$ cat config.mk
export PLATFORM = sky130hd
export DESIGN_NAME = stable_priority_message_queue
export DESIGN_NICKNAME = d
export VERILOG_FILES = /design/src/rtl/spmq_pkg.sv /design/src/rtl/stable_priority_message_queue.sv /design/src/rtl/spmq_store.sv /design/src/rtl/spmq_ctrl.sv
export SDC_FILE = /design/constraint.sdc
export NUM_CORES = 1
export LEC_CHECK = 0
export BUFFER_PORTS_ARGS = -buffer_cell sky130_fd_sc_hd__buf_4
export CAP_MARGIN = 30
export CORE_MARGIN = 1.5
export CORE_UTILIZATION = 55
export DETAILED_ROUTE_END_ITERATION = 10
export GPL_TIMING_DRIVEN = 0
export PLACE_DENSITY = 0.7
export SYNTH_ARGS = -nofsm -noshare
export SYNTH_HDL_FRONTEND = slang
export SYNTH_SLANG_ARGS = --single-unit
$ cat constraint.sdc
create_clock -name clk_i -period 14.46 [get_ports clk_i]
set_input_delay 2.892 -clock clk_i [delete_from_list [all_inputs] [get_ports clk_i]]
set_output_delay 2.892 -clock clk_i [all_outputs]
set_load 0.01 [all_outputs]
$ cat src/rtl/spmq_pkg.sv
`timescale 1ns / 1ps
// Shared types and constants of the stable priority message queue.
// Depends on nothing; imported by the top level and spmq_ctrl.
package spmq_pkg;

  // Field widths fixed by the stream format
  localparam int unsigned PRIO_W     = 8;
  localparam int unsigned TYPE_W     = 8;
  localparam int unsigned IN_PAY_W   = 32;
  localparam int unsigned OUT_PAY_W  = 32;
  localparam int unsigned OCC_W      = 5;
  localparam int unsigned STATUS_W   = 2;
  localparam int unsigned IN_TDATA_W = 48;
  localparam int unsigned OUT_TDATA_W = 56;
  localparam int unsigned OUT_USED_W = PRIO_W + TYPE_W + OUT_PAY_W + OCC_W;
  localparam int unsigned OUT_PAD_W  = OUT_TDATA_W - OUT_USED_W;

  // Operation carried in s_axis_tuser
  typedef enum logic {
    KIND_PUSH = 1'b0,
    KIND_POP  = 1'b1
  } kind_e;

  // Completion code carried in m_axis_tuser
  typedef enum logic [STATUS_W-1:0] {
    ST_OK    = 2'd0,
    ST_EMPTY = 2'd1,
    ST_FULL  = 2'd2
  } status_e;

  // One result transaction
  typedef struct packed {
    status_e                status;
    logic [PRIO_W-1:0]      prio;
    logic [TYPE_W-1:0]      mtype;
    logic [OUT_PAY_W-1:0]   payload;
    logic [OCC_W-1:0]       occupancy;
  } res_t;

endpackage

$ cat src/rtl/stable_priority_message_queue.sv
`timescale 1ns / 1ps
// Stable priority message queue, top level.
// Uses spmq_pkg, spmq_ctrl and spmq_store.
//
// Usage: each transaction on the s_axis channel is one request. tuser = 0
// pushes a message (priority, type, payload handle); tuser = 1 pops the head,
// the oldest message of the highest priority. Every request gives exactly one
// transaction on m_axis with a status code, the popped fields (zero for a
// push or an error) and the number of stored entries afterwards.
// Entries live in a synchronous memory addressed through a circular head
// pointer. A push walks backwards from the tail one entry per cycle, moving
// lower-priority entries down a slot, past every stored entry of lower
// priority (up to QUEUE_DEPTH - 1); the memory port, one read and one write
// per cycle, sets that pace. Rejected requests go straight to the done state
// without touching the memory.
// One request is in flight at a time; the result sits in an output register,
// so the next request is taken while m_axis is stalled, and its completion
// waits only until that register is free.
// Reset empties the queue at once; memory contents are never read before
// being written, so no clearing pass is needed.
module stable_priority_message_queue import spmq_pkg::*; #(
  parameter int unsigned QUEUE_DEPTH  = 16,
  parameter int unsigned PAYLOAD_BITS = 32
) (
  input  logic                   clk_i,
  input  logic                   rst_ni,
  input  logic                   s_axis_tvalid,
  output logic                   s_axis_tready,
  // tdata: priority_req[7:0], type_code[15:8], payload[47:16]
  input  logic [IN_TDATA_W-1:0]  s_axis_tdata,
  // tuser: kind[0]
  input  logic                   s_axis_tuser,
  output logic                   m_axis_tvalid,
  input  logic                   m_axis_tready,
  // tdata: out_priority[7:0], out_type[15:8], out_payload[47:16],
  //        occupancy[52:48], zero padding above
  output logic [OUT_TDATA_W-1:0] m_axis_tdata,
  // tuser: status[1:0]
  output logic [STATUS_W-1:0]    m_axis_tuser
);

  localparam int unsigned IDX_W   = $clog2(QUEUE_DEPTH);
  localparam int unsigned ENTRY_W = PRIO_W + TYPE_W + PAYLOAD_BITS;

  logic               res_valid;
  logic               res_ready;
  res_t               res;
  logic               mem_we;
  logic [IDX_W-1:0]   mem_waddr;
  logic [ENTRY_W-1:0] mem_wdata;
  logic               mem_re;
  logic [IDX_W-1:0]   mem_raddr;
  logic [ENTRY_W-1:0] mem_rdata;
  logic               out_valid_q;
  res_t               out_q;

  spmq_ctrl #(
    .QUEUE_DEPTH  (QUEUE_DEPTH),
    .PAYLOAD_BITS (PAYLOAD_BITS),
    .IDX_W        (IDX_W),
    .ENTRY_W      (ENTRY_W)
  ) u_ctrl (
    .clk_i        (clk_i),
    .rst_ni       (rst_ni),
    .item_valid_i (s_axis_tvalid),
    .item_ready_o (s_axis_tready),
    .item_kind_i  (kind_e'(s_axis_tuser)),
    .item_prio_i  (s_axis_tdata[PRIO_W-1:0]),
    .item_type_i  (s_axis_tdata[PRIO_W +: TYPE_W]),
    .item_pay_i   (s_axis_tdata[PRIO_W+TYPE_W +: IN_PAY_W]),
    .res_valid_o  (res_valid),
    .res_ready_i  (res_ready),
    .res_o        (res),
    .mem_we_o     (mem_we),
    .mem_waddr_o  (mem_waddr),
    .mem_wdata_o  (mem_wdata),
    .mem_re_o     (mem_re),
    .mem_raddr_o  (mem_raddr),
    .mem_rdata_i  (mem_rdata)
  );

  spmq_store #(
    .DEPTH  (QUEUE_DEPTH),
    .WIDTH  (ENTRY_W),
    .ADDR_W (IDX_W)
  ) u_store (
    .clk_i   (clk_i),
    .we_i    (mem_we),
    .waddr_i (mem_waddr),
    .wdata_i (mem_wdata),
    .re_i    (mem_re),
    .raddr_i (mem_raddr),
    .rdata_o (mem_rdata)
  );

  // Output register: load a finished result when the slot is free
  assign res_ready = !out_valid_q || m_axis_tready;

  always_ff @(posedge clk_i or negedge rst_ni) begin
    if (!rst_ni) begin
      out_valid_q <= 1'b0;
      out_q       <= '0;
    end else if (res_ready) begin
      out_valid_q <= res_valid;
      if (res_valid) begin
        out_q <= res;
      end
    end
  end

  assign m_axis_tvalid = out_valid_q;
  assign m_axis_tuser  = out_q.status;
  assign m_axis_tdata  = {{OUT_PAD_W{1'b0}}, out_q.occupancy, out_q.payload,
                          out_q.mtype, out_q.prio};

  // A taken request blocks the input until its result has moved to the output register
  a_one_in_flight: assert property (@(posedge clk_i) disable iff (!rst_ni)
    s_axis_tvalid && s_axis_tready |=> !s_axis_tready)
    else $error("request accepted while another is in flight");

  // An empty pop leaves an empty queue and zero fields
  a_empty_pop: assert property (@(posedge clk_i) disable iff (!rst_ni)
    m_axis_tvalid && (m_axis_tuser == ST_EMPTY) |->
      (out_q.occupancy == '0) && (out_q.prio == '0) && (out_q.payload == '0))
    else $error("empty pop reports stored entries or data");

  // A dropped push reports a full queue
  a_full_push: assert property (@(posedge clk_i) disable iff (!rst_ni)
    m_axis_tvalid && (m_axis_tuser == ST_FULL) |->
      (out_q.occupancy == OCC_W'(QUEUE_DEPTH)) && (out_q.prio == '0))
    else $error("full status with wrong occupancy");

  // Nothing is shown on the output without a finished result behind it
  a_out_source: assert property (@(posedge clk_i) disable iff (!rst_ni)
    $rose(m_axis_tvalid) |-> $past(res_valid))
    else $error("output valid without a finished result");

endmodule

$ cat src/rtl/spmq_store.sv
`timescale 1ns / 1ps
// Entry memory of the message queue: one write port, one read port,
// read data registered. Standalone, no package use.
module spmq_store #(
  parameter int unsigned DEPTH  = 16,
  parameter int unsigned WIDTH  = 48,
  parameter int unsigned ADDR_W = 4
) (
  input  logic              clk_i,
  input  logic              we_i,
  input  logic [ADDR_W-1:0] waddr_i,
  input  logic [WIDTH-1:0]  wdata_i,
  input  logic              re_i,
  input  logic [ADDR_W-1:0] raddr_i,
  output logic [WIDTH-1:0]  rdata_o
);

  logic [WIDTH-1:0] mem_q [DEPTH];
  logic [WIDTH-1:0] rdata_q;

  // Write port
  always_ff @(posedge clk_i) begin
    if (we_i) begin
      mem_q[waddr_i] <= wdata_i;
    end
  end

  // Registered read port
  always_ff @(posedge clk_i) begin
    if (re_i) begin
      rdata_q <= mem_q[raddr_i];
    end
  end

  assign rdata_o = rdata_q;

endmodule

$ cat src/rtl/spmq_ctrl.sv
`timescale 1ns / 1ps
// Sequencer of the message queue: circular head pointer, sorted insert by a
// backward walk that shifts entries one slot per cycle. Uses spmq_pkg.
module spmq_ctrl import spmq_pkg::*; #(
  parameter int unsigned QUEUE_DEPTH  = 16,
  parameter int unsigned PAYLOAD_BITS = 32,
  parameter int unsigned IDX_W        = 4,
  parameter int unsigned ENTRY_W      = 48
) (
  input  logic                clk_i,
  input  logic                rst_ni,
  // item side
  input  logic                item_valid_i,
  output logic                item_ready_o,
  input  kind_e               item_kind_i,
  input  logic [PRIO_W-1:0]   item_prio_i,
  input  logic [TYPE_W-1:0]   item_type_i,
  input  logic [IN_PAY_W-1:0] item_pay_i,
  // result side
  output logic                res_valid_o,
  input  logic                res_ready_i,
  output res_t                res_o,
  // memory port
  output logic                mem_we_o,
  output logic [IDX_W-1:0]    mem_waddr_o,
  output logic [ENTRY_W-1:0]  mem_wdata_o,
  output logic                mem_re_o,
  output logic [IDX_W-1:0]    mem_raddr_o,
  input  logic [ENTRY_W-1:0]  mem_rdata_i
);

  localparam int unsigned CNT_W = $clog2(QUEUE_DEPTH + 1);

  typedef enum logic [2:0] {
    S_IDLE,
    S_POP,
    S_SCAN,
    S_PLACE,
    S_DONE
  } state_e;

  state_e                  state_q, state_d;
  logic [IDX_W-1:0]        head_q, head_d;
  logic [CNT_W-1:0]        count_q, count_d;
  logic [IDX_W-1:0]        idx_q, idx_d;
  logic [PRIO_W-1:0]       prio_q, prio_d;
  logic [TYPE_W-1:0]       type_q, type_d;
  logic [PAYLOAD_BITS-1:0] pay_q, pay_d;
  status_e                 rst_q, rst_d;
  logic [PRIO_W-1:0]       rprio_q, rprio_d;
  logic [TYPE_W-1:0]       rtype_q, rtype_d;
  logic [PAYLOAD_BITS-1:0] rpay_q, rpay_d;

  logic [IN_PAY_W+PAYLOAD_BITS-1:0]  in_pay_ext;
  logic [OUT_PAY_W+PAYLOAD_BITS-1:0] out_pay_ext;
  logic [OCC_W+CNT_W-1:0]            occ_ext;
  logic [PRIO_W-1:0]                 rd_prio;
  logic [ENTRY_W-1:0]                new_word;

  // Logical slot to physical address, wrapping once at the depth
  function automatic logic [IDX_W-1:0] phys(input logic [IDX_W-1:0] base,
                                            input logic [IDX_W-1:0] off);
    logic [IDX_W:0] sum;
    sum = {1'b0, base} + {1'b0, off};
    if (sum >= (IDX_W+1)'(QUEUE_DEPTH)) begin
      sum = sum - (IDX_W+1)'(QUEUE_DEPTH);
    end
    return sum[IDX_W-1:0];
  endfunction

  assign in_pay_ext  = {{PAYLOAD_BITS{1'b0}}, item_pay_i};
  assign out_pay_ext = {{OUT_PAY_W{1'b0}}, rpay_q};
  assign occ_ext     = {{OCC_W{1'b0}}, count_q};
  assign rd_prio     = mem_rdata_i[ENTRY_W-1 -: PRIO_W];
  assign new_word    = {prio_q, type_q, pay_q};

  // Next-state and memory control
  always_comb begin
    state_d     = state_q;
    head_d      = head_q;
    count_d     = count_q;
    idx_d       = idx_q;
    prio_d      = prio_q;
    type_d      = type_q;
    pay_d       = pay_q;
    rst_d       = rst_q;
    rprio_d     = rprio_q;
    rtype_d     = rtype_q;
    rpay_d      = rpay_q;
    mem_we_o    = 1'b0;
    mem_waddr_o = phys(head_q, idx_q);
    mem_wdata_o = mem_rdata_i;
    mem_re_o    = 1'b0;
    mem_raddr_o = head_q;

    unique case (state_q)
      S_IDLE: begin
        if (item_valid_i) begin
          prio_d  = item_prio_i;
          type_d  = item_type_i;
          pay_d   = in_pay_ext[PAYLOAD_BITS-1:0];
          rprio_d = '0;
          rtype_d = '0;
          rpay_d  = '0;
          rst_d   = ST_OK;
          if (item_kind_i == KIND_POP) begin
            if (count_q == '0) begin
              rst_d   = ST_EMPTY;
              state_d = S_DONE;
            end else begin
              mem_re_o    = 1'b1;
              mem_raddr_o = head_q;
              state_d     = S_POP;
            end
          end else if (count_q >= CNT_W'(QUEUE_DEPTH)) begin
            rst_d   = ST_FULL;
            state_d = S_DONE;
          end else begin
            idx_d = count_q[IDX_W-1:0];
            if (count_q == '0) begin
              state_d = S_PLACE;
            end else begin
              // fetch the current tail
              mem_re_o    = 1'b1;
              mem_raddr_o = phys(head_q, count_q[IDX_W-1:0] - IDX_W'(1));
              state_d     = S_SCAN;
            end
          end
        end
      end

      S_POP: begin
        rprio_d = mem_rdata_i[ENTRY_W-1 -: PRIO_W];
        rtype_d = mem_rdata_i[PAYLOAD_BITS +: TYPE_W];
        rpay_d  = mem_rdata_i[PAYLOAD_BITS-1:0];
        head_d  = phys(head_q, IDX_W'(1));
        count_d = count_q - CNT_W'(1);
        state_d = S_DONE;
      end

      S_SCAN: begin
        mem_we_o = 1'b1;
        if (rd_prio >= prio_q) begin
          // stop behind an entry of equal or higher priority
          mem_wdata_o = new_word;
          count_d     = count_q + CNT_W'(1);
          state_d     = S_DONE;
        end else begin
          // shift the lower entry down one slot and walk on
          idx_d = idx_q - IDX_W'(1);
          if (idx_q == IDX_W'(1)) begin
            state_d = S_PLACE;
          end else begin
            mem_re_o    = 1'b1;
            mem_raddr_o = phys(head_q, idx_q - IDX_W'(2));
          end
        end
      end

      S_PLACE: begin
        mem_we_o    = 1'b1;
        mem_wdata_o = new_word;
        count_d     = count_q + CNT_W'(1);
        state_d     = S_DONE;
      end

      S_DONE: begin
        if (res_ready_i) begin
          state_d = S_IDLE;
        end
      end

      default: begin
        state_d = S_IDLE;
      end
    endcase
  end

  // State and result registers
  always_ff @(posedge clk_i or negedge rst_ni) begin
    if (!rst_ni) begin
      state_q <= S_IDLE;
      head_q  <= '0;
      count_q <= '0;
      idx_q   <= '0;
      prio_q  <= '0;
      type_q  <= '0;
      pay_q   <= '0;
      rst_q   <= ST_OK;
      rprio_q <= '0;
      rtype_q <= '0;
      rpay_q  <= '0;
    end else begin
      state_q <= state_d;
      head_q  <= head_d;
      count_q <= count_d;
      idx_q   <= idx_d;
      prio_q  <= prio_d;
      type_q  <= type_d;
      pay_q   <= pay_d;
      rst_q   <= rst_d;
      rprio_q <= rprio_d;
      rtype_q <= rtype_d;
      rpay_q  <= rpay_d;
    end
  end

  assign item_ready_o      = (state_q == S_IDLE);
  assign res_valid_o       = (state_q == S_DONE);
  assign res_o.status      = rst_q;
  assign res_o.prio        = rprio_q;
  assign res_o.mtype       = rtype_q;
  assign res_o.payload     = out_pay_ext[OUT_PAY_W-1:0];
  assign res_o.occupancy   = occ_ext[OCC_W-1:0];

endmodule
==> summary.txt <==
run status - finished clean
minimum clock period after layout - 5950 ps
Clock Sink Count - 986
instance area after placement - 42280 µm²
Detail Route Antenna Nets - 0
final worst path period share - 0.4115
Highest Clock Rate - 168.1 MHz
clock root buffer master - clkbuf_16
setup clock skew after layout - 22.76 ps
yosys warns - 0
I/O pin total - 113
antenna violations before repair - 1
maximum buffer depth of the clock tree - 3
leakage power figure - 16.45 nW
kind of path behind the tightest hold check - flip-flop to flip-flop
worst skew pair latency - 650 ps
Power Dens Cells - 263.2 nW/µm²
arrival time of data at the critical path endpoint - 6330 ps
number of register bits inferred by synthesis - 986
number of fillers in the final layout - 4944
post-cts hold buffer count - 0
Site Rows - 97
cell area after synthesis - 39320 µm²
area of the core - 70390 µm²
number of buffers added by the clock tree synthesis step - 98
Tot GR Track Use - 0.2845
RD Place Congestion - 0.8770
DIE HEIGHT - 270.4 µm
EDFF count, synth - 816
Post-Synthesis Mean Instance Area - 15.12 µm²
register area - 28760 µm²
type of element launching the critical path - input pin
DR pass1 iterations - 5
critical path data required time - 14840 ps
Final Instance Area - 45380 µm²
x dimension of the die - 270.4 µm
top-area cell type share of the netlist area - 0.6233
leading cell types by total area after synthesis - edfxtp_1 (62%), dfrtp_1 (11%), mux2i_1 (4.9%)
Clk pin slew, worst setup/hold paths - 60 ps
sum of net half-perimeters after detailed placement - 70.67 mm
maximum level of the CTS H-tree - 3
Setup CP Type - input pin to flip-flop
Critical Path End Type - flip-flop
worst slack, placed - 8026 ps
hold_ws - 470.4 ps
port buffer count - 109
library cell with the highest instance count after synthesis - edfxtp_1
maximum number of pins on one net before global-route repair - 123
dominant cell type by area after synthesis - edfxtp_1
mean number of vias per cell - 6.266
final total negative setup slack - 0 ps
post-detailed-route DRC marker count - 0
part of the Yosys area used for sequential elements - 0.7315
area growth from synthesis to layout - 15.44%
most frequent cells after synthesis - edfxtp_1 (816), nand2_1 (493), mux2i_1 (191)
final setup violating endpoints - 0
vias in the first global route - 24231
setup ws final - 8510 ps
wire length of the first global-routing pass - 153.7 mm
number of instances in the synthesized netlist - 2600
Die ar. - 73090 µm²
number of maximum-capacitance constraint violations - 0
global route total overflow - 0
peak supply drop - 0.1376 mV
footprint of the multi-input gates - 9783 µm²
initial cell density of the core - 0.5585
share of final-layout standard cells stronger than drive strength 1 - 0.1660
library cells used by synthesis - 65
post-DR wirelength/cell - 27.05 µm
primary flip-flop cell chosen by synthesis mapping - edfxtp_1
FFs w/ async S/R, synth - 0.1724
post_cts resized - 0
net total in the final layout - 2936
Max-Slew Margin vs Limit - 0.2809
CTS tree - built
number of post-CTS setup repair buffers - 0
share of the core filled with cells in the final layout - 0.6447
Slew @ Worst Pin - 1077 ps
largest driver fanout on the critical path - 10
DRC marker count from the first detailed-route iteration - 2948
Post-Route WL - 104.8 mm
final max-slew violation count - 0
endpoints failing hold - 0
total via count after detailed routing - 24274
RSZ-0062 raised after global routing - false
-- registers in the layout (all words and copies together), names as in the netlist --
register and flops:
u_store.mem_q 768, m_axis_tvalid 1, u_ctrl.count_q 5, m_axis_tdata 53
u_ctrl.rpay_q 32, u_ctrl.rprio_q 8, u_ctrl.state_q 3, u_ctrl.idx_q 4
u_ctrl.type_q 8, m_axis_tuser 2, u_store.rdata_o 48, u_ctrl.pay_q 32
u_ctrl.rtype_q 8, u_ctrl.head_q 4, u_ctrl.rst_q 2, u_ctrl.prio_q 8
-- cells in the final DEF, fill, tap and decap left out, types with 49 or more instances in the layout --
| cell type | Yosys | routed |
|---|---|---|
| a221oi_1 | 49 | 49 |
| a21oi_1 | 59 | 59 |
| dfrtp_1 | 170 | 170 |
| nand2_1 | 493 | 493 |
| mux2_2 | 97 | 97 |
| clkbuf_16 | 0 | 99 |
| mux2i_1 | 191 | 191 |
| and3_1 | 53 | 53 |
| clkbuf_1 | 95 | 120 |
| buf_4 | 11 | 124 |
| edfxtp_1 | 816 | 816 |
| o21ai_0 | 74 | 70 |
| a22oi_1 | 51 | 51 |
-- cell type report --
type                            count  share of cell area
Buffer                            173             0.01853
Multi-Input combinational cell   1420              0.2156
Sequential cell                   986              0.6336
Antenna cell                        1          0.00005514
Timing Repair Buffer              151             0.03611
Clock inverter                     49            0.009952
Inverter                           23            0.001902
Tap cell                          940             0.02591
Clock buffer                      131             0.05834
-- routing by layer --
layer | up-vias | GRT usage | wire [µm]
met3 | 237 | 0.06179 | 10950
met1 | 12233 | 0.3911 | 41190
met5 | - | 0 | 11
met2 | 1340 | 0.4491 | 48960
met4 | 2 | 0.1056 | 3660
li1 | 10462 | - | -
-- worst max-delay path: stages --
cell and delay (ps):
buf_4 130, nor2_1 230, nand4_1 270, or2_0 310
o21a_1 140, nand2_1 130, clkbuf_1 710, clkbuf_1 750
a221oi_1 330, o311a_1 430
-- worst paths after layout --
kind | from | cells after the start | endpoint | slack [ps]
worst min-delay path | u_store.rdata_o[7] | 2 | u_ctrl.rpay_q[7] | 470
worst max-delay path | s_axis_tuser | 10 | u_store.rdata_o[47] | 8510
worst max register to register | u_store.rdata_o[41] | 11 | u_store.rdata_o[40] | 9670
max in group asynchronous | rst_ni | 2 | u_ctrl.pay_q[19] | 11300
worst min register to register | u_store.rdata_o[7] | 2 | u_ctrl.rpay_q[7] | 470
min in group asynchronous | rst_ni | 1 | u_ctrl.rprio_q[3] | 2160
-- stage by stage --
step,power (mW),instances
after floorplan,7.409,2602
after global placement,9.097,3651
after detailed placement,9.380,3692
after CTS,11.87,3872
after global routing,12.42,3873
final,11.94,3874
-- power by group --
group / internal (mW) / switching (mW) / total [mW] / leakage [nW]
Sequential: 4.08 / 0.308 / 4.39 / 9.54
Clock: 1.43 / 1.04 / 2.47 / 1.51
Combinational: 1.70 / 3.39 / 5.09 / 5.40
Total: 7.20 / 4.75 / 11.9 / 16.4
-- cell families (layout without fill, tap and decap cells) --
kind of cell               count (synthesis)  in the layout  share of synthesized area
adders and majority gates                 30             30                    0.01031
DFF                                      986            986                     0.7315
other                                      1              4                 0.00009538
xor gates and xnor gates                  19             19                   0.004233
and+or+nand+nor                          624            624                    0.06613
muxes                                    288            288                    0.07641
AOI/OAI and AO/OA                        456            456                    0.08784
buffers and inverters                    196            527                    0.02352
(Power assumes the default switching activity.)
